--- src/trp_pkg.sv ---
// Shared constants, codes and controller/datapath structs of the
// transfer ring descriptor producer. No dependencies.
package trp_pkg;

   localparam int DEF_RING_SIZE  = 256;
   localparam int DEF_PAGE_BYTES = 4096;
   localparam int DEF_MAX_SPLIT  = 32;

   // request opcodes
   localparam logic [2:0] OP_SETUP  = 3'd0;
   localparam logic [2:0] OP_DATA   = 3'd1;
   localparam logic [2:0] OP_STATUS = 3'd2;
   localparam logic [2:0] OP_EVENT  = 3'd3;
   localparam logic [2:0] OP_PAGED  = 3'd4;

   // descriptor type codes, word3 bits 15:10
   localparam logic [5:0] TRB_NORMAL = 6'd1;
   localparam logic [5:0] TRB_SETUP  = 6'd2;
   localparam logic [5:0] TRB_DATA   = 6'd3;
   localparam logic [5:0] TRB_STATUS = 6'd4;
   localparam logic [5:0] TRB_LINK   = 6'd6;
   localparam logic [5:0] TRB_EVENT  = 6'd7;

   // config register indexes
   localparam logic CSR_RING_BASE = 1'b0;
   localparam logic CSR_MPS       = 1'b1;

   localparam logic [10:0] MPS_RESET = 11'd64;
   localparam logic [31:0] SETUP_LEN = 32'd8;
   localparam int          CW        = 6;   // descriptor count width
   localparam int          DIV_BITS  = 17;  // divider dividend width

   typedef struct packed {
      logic [2:0]  opcode;
      logic [7:0]  request_type;
      logic [7:0]  request_code;
      logic [15:0] setup_value;
      logic [15:0] setup_index;
      logic [15:0] byte_length;
      logic [31:0] buffer_addr;
      logic        direction;
      logic [1:0]  transfer_type;
      logic        want_interrupt;
   } req_type;

   typedef struct packed {
      logic load_req;
      logic div_start;
      logic div_sel_rest;
      logic init_iter;
      logic load_piece;
      logic emit_link;
      logic emit_desc;
      logic emit_reject;
   } cmd_type;

   typedef struct packed {
      logic [2:0] opcode;
      logic       len_zero;
      logic       div_busy;
      logic       count_over;
      logic       page_over;
      logic       at_ring_end;
      logic       final_desc;
      logic       out_free;
   } stat_type;

endpackage

--- src/trp_ctrl.sv ---
// Sequencer of the transfer ring descriptor producer.
// Depends on trp_pkg; drives commands to trp_datapath.
module trp_ctrl (
   input  logic              clock,
   input  logic              reset,
   input  logic              req_tvalid,
   output logic              req_tready,
   input  trp_pkg::stat_type stat,
   output trp_pkg::cmd_type  cmd
);
   import trp_pkg::*;

   localparam logic [2:0] S_IDLE   = 3'd0;
   localparam logic [2:0] S_DECODE = 3'd1;
   localparam logic [2:0] S_DIVCNT = 3'd2;
   localparam logic [2:0] S_PIECE  = 3'd3;
   localparam logic [2:0] S_PSTART = 3'd4;
   localparam logic [2:0] S_DIVREM = 3'd5;
   localparam logic [2:0] S_EMIT   = 3'd6;
   localparam logic [2:0] S_REJECT = 3'd7;

   logic [2:0] state_ff, state_in;

   assign req_tready = (state_ff == S_IDLE);

   // next state and commands
   always_comb begin
      state_in = state_ff;
      cmd      = '0;
      unique case (state_ff)
         S_IDLE: begin
            if (req_tvalid) begin
               cmd.load_req = 1'b1;
               state_in     = S_DECODE;
            end
         end
         S_DECODE: begin
            case (stat.opcode)
               OP_SETUP, OP_STATUS, OP_EVENT: state_in = S_EMIT;
               OP_DATA: begin
                  if (stat.len_zero) begin
                     state_in = S_IDLE;
                  end else begin
                     cmd.div_start = 1'b1;
                     state_in      = S_DIVCNT;
                  end
               end
               OP_PAGED: begin
                  if (stat.len_zero) begin
                     state_in = S_IDLE;
                  end else if (stat.page_over) begin
                     state_in = S_REJECT;
                  end else begin
                     cmd.init_iter = 1'b1;
                     state_in      = S_PIECE;
                  end
               end
               default: state_in = S_IDLE;
            endcase
         end
         S_DIVCNT: begin
            if (!stat.div_busy) begin
               if (stat.count_over) begin
                  state_in = S_REJECT;
               end else begin
                  cmd.init_iter = 1'b1;
                  state_in      = S_EMIT;
               end
            end
         end
         S_PIECE: begin
            cmd.load_piece = 1'b1;
            state_in       = S_PSTART;
         end
         S_PSTART: begin
            cmd.div_start    = 1'b1;
            cmd.div_sel_rest = 1'b1;
            state_in         = S_DIVREM;
         end
         S_DIVREM: begin
            if (!stat.div_busy) state_in = S_EMIT;
         end
         S_EMIT: begin
            if (stat.out_free) begin
               if (stat.at_ring_end) begin
                  cmd.emit_link = 1'b1;
               end else begin
                  cmd.emit_desc = 1'b1;
                  if (stat.final_desc)               state_in = S_IDLE;
                  else if (stat.opcode == OP_PAGED)  state_in = S_PIECE;
               end
            end
         end
         S_REJECT: begin
            if (stat.out_free) begin
               cmd.emit_reject = 1'b1;
               state_in        = S_IDLE;
            end
         end
         default: state_in = S_IDLE;
      endcase
   end

   always_ff @(posedge clock) begin
      if (reset) state_ff <= S_IDLE;
      else       state_ff <= state_in;
   end

endmodule

--- src/trp_datapath.sv ---
// Datapath of the transfer ring descriptor producer: request and config
// registers, ring index, serial divider, descriptor build, result register.
// Depends on trp_pkg; commanded by trp_ctrl.
module trp_datapath #(
   parameter int RING_SIZE  = trp_pkg::DEF_RING_SIZE,
   parameter int PAGE_BYTES = trp_pkg::DEF_PAGE_BYTES,
   parameter int MAX_SPLIT  = trp_pkg::DEF_MAX_SPLIT
) (
   input  logic              clock,
   input  logic              reset,
   input  trp_pkg::req_type  req,
   input  logic              csr_we,
   input  logic              csr_index,
   input  logic [31:0]       csr_wdata,
   input  trp_pkg::cmd_type  cmd,
   output trp_pkg::stat_type stat,
   output logic              rsp_tvalid,
   input  logic              rsp_tready,
   output logic [135:0]      rsp_tdata,
   output logic [1:0]        rsp_tuser,
   output logic              rsp_tlast
);
   import trp_pkg::*;

   localparam int IW = $clog2(RING_SIZE);
   localparam int PL = $clog2(PAGE_BYTES);
   localparam int PW = PL + 1;
   localparam logic [IW-1:0] LAST_SLOT = IW'(RING_SIZE - 1);

   req_type         req_ff;
   logic [31:0]     base_ff;
   logic [10:0]     mps_ff;
   logic [IW-1:0]   idx_ff;
   logic            cyc_ff;
   logic [CW-1:0]   count_ff, k_ff;
   logic [15:0]     rest_ff;
   logic [31:0]     addr_ff;
   logic [15:0]     piece_ff;
   logic [DIV_BITS-1:0] dvd_ff;
   logic [11:0]     rem_ff;
   logic [4:0]      dcnt_ff;
   logic            busy_ff;
   logic            vld_ff;
   logic [135:0]    data_ff;
   logic [1:0]      user_ff;
   logic            last_ff;

   logic [10:0]     mps;
   assign mps = (mps_ff == 11'd0) ? 11'd1 : mps_ff;

   // page split of the current address
   logic [PW-1:0]   pg_left;
   logic [17:0]     first, pg_tail, pg_count;
   assign pg_left  = PW'(PAGE_BYTES) - {1'b0, addr_ff[PL-1:0]};
   assign first    = (18'(pg_left) > 18'(req_ff.byte_length))
                     ? 18'(req_ff.byte_length) : 18'(pg_left);
   assign pg_tail  = 18'(req_ff.byte_length) - first + 18'(PAGE_BYTES - 1);
   assign pg_count = 18'd1 + (pg_tail >> PL);

   logic [15:0]     pg_piece;
   assign pg_piece = (18'(rest_ff) < 18'(pg_left)) ? rest_ff : 16'(pg_left);

   // data stage piece and remaining count
   logic [15:0]     dt_piece;
   logic [CW-1:0]   dt_remp;
   assign dt_piece = (rest_ff < 16'(mps)) ? rest_ff : 16'(mps);
   assign dt_remp  = count_ff - CW'(1) - k_ff;

   // divider quotient, saturated for the size field
   logic [4:0]      q_sat;
   assign q_sat = (dvd_ff > DIV_BITS'(31)) ? 5'd31 : dvd_ff[4:0];

   // serial restoring divider step
   logic [11:0]     rem_sh, rem_sub;
   logic            rem_ge;
   assign rem_sh  = {rem_ff[10:0], dvd_ff[DIV_BITS-1]};
   assign rem_ge  = rem_sh >= {1'b0, mps};
   assign rem_sub = rem_sh - {1'b0, mps};

   // build the descriptor for the current step
   logic [31:0] w0, w1, w2, w3;
   logic        fin;
   always_comb begin
      w0  = '0;
      w1  = '0;
      w2  = '0;
      w3  = '0;
      fin = 1'b1;
      case (req_ff.opcode)
         OP_SETUP: begin
            w0 = {req_ff.setup_value, req_ff.request_code, req_ff.request_type};
            w1 = {req_ff.byte_length, req_ff.setup_index};
            w2 = SETUP_LEN;
            w3 = {14'd0, req_ff.transfer_type, TRB_SETUP, 10'b0001000000};
         end
         OP_DATA: begin
            fin = (dt_remp == '0);
            w0  = addr_ff;
            w2  = {10'd0, dt_remp[4:0], 1'b0, dt_piece};
            w3  = {15'd0, (k_ff == '0) & req_ff.direction,
                   (k_ff == '0) ? TRB_DATA : TRB_NORMAL, 5'd0, !fin, 4'd0};
         end
         OP_STATUS: begin
            w3 = {15'd0, req_ff.direction, TRB_STATUS, 10'b0000100000};
         end
         OP_EVENT: begin
            w0 = addr_ff;
            w3 = {16'd0, TRB_EVENT, 4'd0, req_ff.want_interrupt, 5'd0};
         end
         OP_PAGED: begin
            fin = (dvd_ff == '0);
            w0  = addr_ff;
            w2  = {10'd0, q_sat, 1'b0, piece_ff};
            w3  = {15'd0, req_ff.direction, TRB_DATA, 4'd0, fin, !fin, 4'd0};
         end
         default: fin = 1'b1;
      endcase
   end

   logic [31:0] idx32;
   logic [31:0] last32;
   assign idx32  = 32'(idx_ff);
   assign last32 = 32'(LAST_SLOT);

   // status to the sequencer
   assign stat.opcode      = req_ff.opcode;
   assign stat.len_zero    = (req_ff.byte_length == 16'd0);
   assign stat.div_busy    = busy_ff;
   assign stat.count_over  = dvd_ff > DIV_BITS'(MAX_SPLIT);
   assign stat.page_over   = pg_count > 18'(MAX_SPLIT);
   assign stat.at_ring_end = (idx_ff == LAST_SLOT);
   assign stat.final_desc  = fin;
   assign stat.out_free    = !vld_ff || rsp_tready;

   // config registers
   always_ff @(posedge clock) begin
      if (reset) begin
         base_ff <= '0;
         mps_ff  <= MPS_RESET;
      end else if (csr_we) begin
         unique case (csr_index)
            CSR_RING_BASE: base_ff <= csr_wdata;
            CSR_MPS:       mps_ff  <= csr_wdata[10:0];
            default:       ;
         endcase
      end
   end

   // ring index and producer cycle
   always_ff @(posedge clock) begin
      if (reset) begin
         idx_ff <= '0;
         cyc_ff <= 1'b1;
      end else if (cmd.emit_link) begin
         idx_ff <= '0;
         cyc_ff <= !cyc_ff;
      end else if (cmd.emit_desc) begin
         idx_ff <= idx_ff + IW'(1);
      end
   end

   // request and iteration registers
   always_ff @(posedge clock) begin
      if (cmd.load_req) begin
         req_ff  <= req;
         addr_ff <= req.buffer_addr;
      end
      if (cmd.init_iter) begin
         count_ff <= dvd_ff[CW-1:0];
         k_ff     <= '0;
         rest_ff  <= req_ff.byte_length;
      end
      if (cmd.load_piece) begin
         piece_ff <= pg_piece;
         rest_ff  <= rest_ff - pg_piece;
      end
      if (cmd.emit_desc) begin
         if (req_ff.opcode == OP_PAGED) begin
            addr_ff <= addr_ff + 32'(piece_ff);
         end else begin
            addr_ff <= addr_ff + 32'(mps);
            rest_ff <= rest_ff - dt_piece;
            k_ff    <= k_ff + CW'(1);
         end
      end
   end

   // divider: one quotient bit a cycle
   always_ff @(posedge clock) begin
      if (reset) begin
         busy_ff <= 1'b0;
      end else if (cmd.div_start) begin
         busy_ff <= 1'b1;
      end else if (busy_ff && dcnt_ff == 5'd1) begin
         busy_ff <= 1'b0;
      end
      if (cmd.div_start) begin
         dvd_ff  <= (cmd.div_sel_rest ? DIV_BITS'(rest_ff) : DIV_BITS'(req_ff.byte_length))
                    + DIV_BITS'(mps) - DIV_BITS'(1);
         rem_ff  <= '0;
         dcnt_ff <= 5'(DIV_BITS);
      end else if (busy_ff) begin
         rem_ff  <= rem_ge ? rem_sub : rem_sh;
         dvd_ff  <= {dvd_ff[DIV_BITS-2:0], rem_ge};
         dcnt_ff <= dcnt_ff - 5'd1;
      end
   end

   // result register: hold until taken
   always_ff @(posedge clock) begin
      if (reset) begin
         vld_ff <= 1'b0;
      end else if (cmd.emit_link || cmd.emit_desc || cmd.emit_reject) begin
         vld_ff <= 1'b1;
      end else if (rsp_tready) begin
         vld_ff <= 1'b0;
      end
      if (cmd.emit_link) begin
         data_ff <= {16'd0, TRB_LINK, 9'b000000001, cyc_ff, 64'd0,
                     base_ff[31:4], 4'd0, last32[7:0]};
         user_ff <= 2'b01;
         last_ff <= 1'b0;
      end else if (cmd.emit_desc) begin
         data_ff <= {w3 | {31'd0, cyc_ff}, w2, w1, w0, idx32[7:0]};
         user_ff <= 2'b00;
         last_ff <= fin;
      end else if (cmd.emit_reject) begin
         data_ff <= {128'd0, idx32[7:0]};
         user_ff <= 2'b10;
         last_ff <= 1'b1;
      end
   end

   assign rsp_tvalid = vld_ff;
   assign rsp_tdata  = data_ff;
   assign rsp_tuser  = user_ff;
   assign rsp_tlast  = last_ff;

endmodule

--- src/transfer_ring_trb_producer.sv ---
// Transfer ring descriptor producer: one request in, a run of ring
// descriptor beats out. Setup, status and event requests are decoded, then
// emit their beat; a data stage runs a 17-step serial divider, then one beat
// a cycle while the output takes them; paged data reruns the divider per piece.
// One request at a time; a ring wrap adds one link beat. Synchronous reset:
// index 0, cycle bit 1, ring base 0, max packet 64. PAGE_BYTES: power of two.
module transfer_ring_trb_producer #(
   parameter int RING_SIZE  = trp_pkg::DEF_RING_SIZE,
   parameter int PAGE_BYTES = trp_pkg::DEF_PAGE_BYTES,
   parameter int MAX_SPLIT  = trp_pkg::DEF_MAX_SPLIT
) (
   input  logic         clock,
   input  logic         reset,
   input  logic         req_tvalid,
   output logic         req_tready,
   // request_type, request_code, setup_value, setup_index, byte_length,
   // buffer_addr, direction, transfer_type, want_interrupt, zero fill
   input  logic [103:0] req_tdata,
   // opcode
   input  logic [2:0]   req_tuser,
   output logic         rsp_tvalid,
   input  logic         rsp_tready,
   // slot_index, word0, word1, word2, word3
   output logic [135:0] rsp_tdata,
   // is_link, status
   output logic [1:0]   rsp_tuser,
   output logic         rsp_tlast,
   input  logic         csr_we,
   input  logic         csr_index,
   input  logic [31:0]  csr_wdata
);
   import trp_pkg::*;

   req_type  req;
   cmd_type  cmd;
   stat_type stat;

   // unpack the request beat
   assign req.opcode         = req_tuser;
   assign req.request_type   = req_tdata[7:0];
   assign req.request_code   = req_tdata[15:8];
   assign req.setup_value    = req_tdata[31:16];
   assign req.setup_index    = req_tdata[47:32];
   assign req.byte_length    = req_tdata[63:48];
   assign req.buffer_addr    = req_tdata[95:64];
   assign req.direction      = req_tdata[96];
   assign req.transfer_type  = req_tdata[98:97];
   assign req.want_interrupt = req_tdata[99];

   trp_ctrl u_ctrl (
      .clock      (clock),
      .reset      (reset),
      .req_tvalid (req_tvalid),
      .req_tready (req_tready),
      .stat       (stat),
      .cmd        (cmd)
   );

   trp_datapath #(
      .RING_SIZE  (RING_SIZE),
      .PAGE_BYTES (PAGE_BYTES),
      .MAX_SPLIT  (MAX_SPLIT)
   ) u_dp (
      .clock      (clock),
      .reset      (reset),
      .req        (req),
      .csr_we     (csr_we),
      .csr_index  (csr_index),
      .csr_wdata  (csr_wdata),
      .cmd        (cmd),
      .stat       (stat),
      .rsp_tvalid (rsp_tvalid),
      .rsp_tready (rsp_tready),
      .rsp_tdata  (rsp_tdata),
      .rsp_tuser  (rsp_tuser),
      .rsp_tlast  (rsp_tlast)
   );

endmodule

--- config.mk ---
export PLATFORM = sky130hd
export DESIGN_NAME = transfer_ring_trb_producer
export DESIGN_NICKNAME = d
export VERILOG_FILES = /design/src/trp_pkg.sv /design/src/trp_ctrl.sv /design/src/trp_datapath.sv /design/src/transfer_ring_trb_producer.sv
export SDC_FILE = /design/constraint.sdc
export NUM_CORES = 1
export LEC_CHECK = 0
export BUFFER_PORTS_ARGS = -buffer_cell sky130_fd_sc_hd__buf_2
export CORE_MARGIN = 2
export CORE_UTILIZATION = 40
export DETAILED_ROUTE_END_ITERATION = 10
export HOLD_SLACK_MARGIN = 0.03
export PLACE_DENSITY_LB_ADDON = 0.25
export RECOVER_POWER = 25
export SKIP_CTS_REPAIR_TIMING = 1
export SLEW_MARGIN = 20
export SYNTH_ARGS = -nofsm -noshare
export SYNTH_HDL_FRONTEND = slang
export SYNTH_SLANG_ARGS = --single-unit
export TNS_END_PERCENT = 5
--- constraint.sdc ---
create_clock -name clock -period 8.1 [get_ports clock]
set_clock_uncertainty 0.1 [all_clocks]
set_input_delay 1.62 -clock clock [delete_from_list [all_inputs] [get_ports clock]]
set_output_delay 1.62 -clock clock [all_outputs]
set_load 0.01 [all_outputs]
==> flow_summary_export.csv <==
group,metric,value,unit
power,p_sw_share,40.6,%
cells_and_area,layout_common_cells,"nand2_1, buf_2, edfxtp_1, dfxtp_1, ha_1",
synth,synth-compound-area-share,17.6,%
cells_and_area,final_common_cell,"nand2_1",
synth,synth_cells,2065,
clocking,cts-root-buf,"clkbuf_16",
synth,avgSynthCellArea,9.35,µm²
timing,finalCriticalPeriod,7180,ps
floorplan,std_cell_rows,80,
setup_path,crit_arrival,7550,ps
cells_and_area,multiInputGateArea,0.00996,mm²
power,power_frac_seq,34.4,%
setup_path,path_class,"reg2reg",
min_path,worstHoldEndpoint,"u_dp.rsp_tuser[1]",
power,p_leak,9.32,nW
clocking,cts_max_level,2,
clocking,clkSinkCount,338,
power,intPower,0.00482,W
clocking,path_clk_slew,60,ps
synth,synth_cell_types,76,
cells_and_area,fillers,4588,
global_routing,overflow,0,
route,routed_via_density,5.54,
power,p_total,0.00811,W
synth,netlist_area,0.0193,mm²
synth,synth_xor_area_share,4.08,%
cells_and_area,ff_latch_area,0.00848,mm²
placed_design,dp_hpwl,42.3,mm
synth,synth_edf_count,171,
timing,setup_tns,0,ps
power,power.density,363,mW/mm²
global_routing,antenna_found_initial,2,
route,antenna_left,0,
setup_path,rrSetupSlack,920,ps
timing,hold_viol,0,
timing,fin_crit_sh,88.6,%
route,wl_per_cell,19.4,µm
synth,synth-main-ff-cell,"edfxtp_1",
global_routing,grtUsageTotal,22.1,%
flow_run,cap_violations,3,
timing,final_max_slew_viol_count,132,
clocking,cts_buffer_depth,3,
setup_path,cp_max_fo,11,
timing,setup_viol_count_final,0,
power,clkPwrFrac,21.3,%
setup_path,crit_top_cell,"a21oi_1",
floorplan,die_area,0.0500,mm²
global_routing,grt_max_degree,92,
cells_and_area,syn_to_final_growth,15.6,%
min_path,worstHoldPathType,"reg2reg",
timing,relSlewSlack,-145,%
synth,synth-simple-area-share,15.2,%
power,p_switching,0.00329,W
synth,muxShareOfSynthArea,3.60,%
route,drt-total-wl,56.9,mm
setup_path,cp_top_family,"simple AND/OR/NAND/NOR gates",
status,violations,"capacitance limit, slew limit",
cells_and_area,layout-drive-gt1-share,16.2,%
clocking,cts_tree,"done",
timing,worst_pin_slew,3670,ps
setup_path,endpoint_kind,"register",
setup_path,crit_path_max_incr_delay,880,ps
placed_design,gp_congestion,0.901,
timing,hold_ws,345,ps
status,status,"complete, but fails checks",
synth,ys_seq_elements,338,
placed_design,io_buffers,248,
global_routing,grt_pass1_wl,86.9,mm
synth,synthArstFlopShare,0,%
floorplan,start_util,40.5,%
floorplan,io_pins,286,
floorplan,die_w,224,µm
setup_path,r2r-end,"u_ctrl.state_ff[2]",
timing,clock.fmax,139,MHz
timing,grt_setup_unrepaired,"false",
route,dr_total_vias,16300,
floorplan,chipHeight,224,µm
route,dr.pass1.iters,6,
min_path,min_from,"u_dp.rsp_tuser[1]",
power,combPwrFrac,44.3,%
min_path,hold_depth,2,
clocking,numCtsBuffers,39,
synth,synth_adder_area_share,10.3,%
route,drtIter0Drc,1282,
cells_and_area,final_nets,2590,
floorplan,core_area,0.0476,mm²
setup_path,startpoint_type,"register",
power,ir_drop,0.187,mV
route,drcViolationCount,0,
setup_path,r2r_start,"u_dp.addr_ff[2]",
clocking,worstSkewPairLatency,570,ps
setup_path,crit_required,8470,ps
global_routing,grt_pass1_vias,15400,
setup_path,path_buf_inv,1,
setup_path,slowest_stage,"a21boi_0",
synth,seq_area_frac_synth,43.9,%
setup_path,crit_path_cell_trace,"or3_1 > or3_1 > nor4_1 > nand2_1 > xor2_1 > ha_1 > and3_1 > nand4_1 > a21oi_1 > nor2_1 > a21oi_1 > buf_4 > mux2i_1 > ha_1 > ha_1 > a21oi_1 > a21boi_0 > or4_1 > or3_1 > a21boi_0 > a31o_2 > a21oi_1 > o31ai_1",
setup_path,rr_worst_depth,23,
synth,yosysWarningCount,0,
synth,synth_top_family_by_area,"compound AO/OA/AOI/OAI gates",
power groups by stage:
| stage | clock network, W | logic (W) | registers [W] |
|---|---|---|---|
| final | 0.00173 | 0.00359 | 0.00279 |
| after global routing | 0.00183 | 0.00404 | 0.00284 |
| after CTS | 0.00177 | 0.00359 | 0.00277 |
| after detailed placement | 0 | 0.00356 | 0.00280 |
| after global placement | 0 | 0.00346 | 0.00279 |
| after floorplan | 0 | 0.00271 | 0.00263 |
logic make-up after synthesis:
family | after synthesis
flops | 338
other cells | 1
xor+xnor | 90
buf+inv | 236
mux | 68
fa+ha+maj | 155
simple gates | 641
compound gates | 536
worst register-to-register path, delay by kind of cell (launching register included):
kind	cells	cell delay [ps]
AO/OA/AOI/OAI	8	2210
multiplexers	1	210
flip-flops	1	520
buffers and inverters	1	270
AND/OR/NAND/NOR	9	2540
adder cells (fa/ha/maj)	3	790
XOR/XNOR	1	440
layer usage:
layer  routed length [µm]  global-route usage (%)  vias to the layer above
met1                25700                    30.9                     7770
met4                 1510                    6.39                        0
li1                     -                       -                     7837
met2                25300                    34.5                      574
met5                    0                       0                        -
met3                 4420                    4.64                       90
Yosys cell counts (all sizes together) (4+ instances only):
cell | number | area share, %
nor2b | 12 | 0.39
o21bai | 7 | 0.27
mux2i | 57 | 3.0
dfxtp | 167 | 17
a22oi | 81 | 3.1
nand2b | 18 | 0.58
fa | 6 | 0.62
a31oi | 7 | 0.23
xnor2 | 49 | 2.2
nand2 | 299 | 5.8
clkbuf | 72 | 1.4
a221oi | 4 | 0.18
o21ai | 150 | 3.9
a21boi | 6 | 0.23
o2111ai | 6 | 0.27
a21oi | 150 | 3.9
edfxtp | 171 | 27
nor2 | 125 | 2.5
a2111oi | 4 | 0.21
mux2 | 11 | 0.64
nor3 | 52 | 1.4
o31a | 5 | 0.23
or2 | 11 | 0.36
o22ai | 7 | 0.23
nor3b | 7 | 0.27
o211a | 10 | 0.52
and3 | 17 | 0.55
a21o | 24 | 0.93
o211ai | 11 | 0.43
nand3 | 41 | 1.1
nor4 | 9 | 0.37
nand4 | 19 | 0.73
o31ai | 6 | 0.23
ha | 149 | 9.7
or3 | 8 | 0.26
a22o | 4 | 0.18
inv | 109 | 2.1
xor2 | 41 | 1.9
buf | 55 | 1.9
o21a | 11 | 0.43
a211oi | 13 | 0.53
and2 | 12 | 0.39
or4 | 4 | 0.16
area by class of cell:
| type | instances | share of cell area (%) |
|---|---|---|
| Tap cell | 615 | 3.45 |
| Clock inverter | 26 | 0.947 |
| Inverter | 109 | 1.83 |
| Clock buffer | 46 | 4.68 |
| Antenna cell | 2 | 0.0224 |
| Sequential cell | 338 | 38.0 |
| Multi-Input combinational cell | 1526 | 44.6 |
| Timing Repair Buffer | 276 | 6.46 |
worst max-delay path by stage:
stage | start | endpoint | slack (ps) | cells past startpoint
global placement | u_dp.addr_ff[2] | u_ctrl.state_ff[2] | 1320 | 23
floorplan | u_dp.addr_ff[4] | u_dp.rest_ff[10] | 1910 | 24
detailed placement | u_dp.addr_ff[2] | u_ctrl.state_ff[2] | 1190 | 23
global route | u_dp.addr_ff[2] | u_ctrl.state_ff[2] | 530 | 23
CTS | u_dp.addr_ff[2] | u_ctrl.state_ff[2] | 1150 | 23
finish | u_dp.addr_ff[2] | u_ctrl.state_ff[2] | 920 | 23
sequential cells by signal (all words and copies together), names as in the netlist, 3 cells and up:
signal / flops
u_dp.rsp_tdata: 103
u_dp.req_ff: 68
u_dp.addr_ff: 32
u_dp.base_ff: 28
u_dp.dvd_ff: 17
u_dp.piece_ff: 16
u_dp.rest_ff: 16
u_dp.mps_ff: 11
u_dp.rem_ff: 11
u_dp.idx_ff: 8
u_dp.count_ff: 6
u_dp.k_ff: 6
u_dp.dcnt_ff: 5
u_ctrl.state_ff: 3
u_dp.stat: 3
per-stage QoR:
step	utilization, %	setup slack [ps]	instances	cell area [µm²]
final	46.9	922	2938	22300
after floorplan	-	1910	2100	19400
after CTS	46.9	1150	2936	22300
after detailed placement	44.3	1190	2864	21100
after global routing	46.9	526	2938	22300
after global placement	44.2	1320	2863	21100
Power figures use the tool's default switching activity.
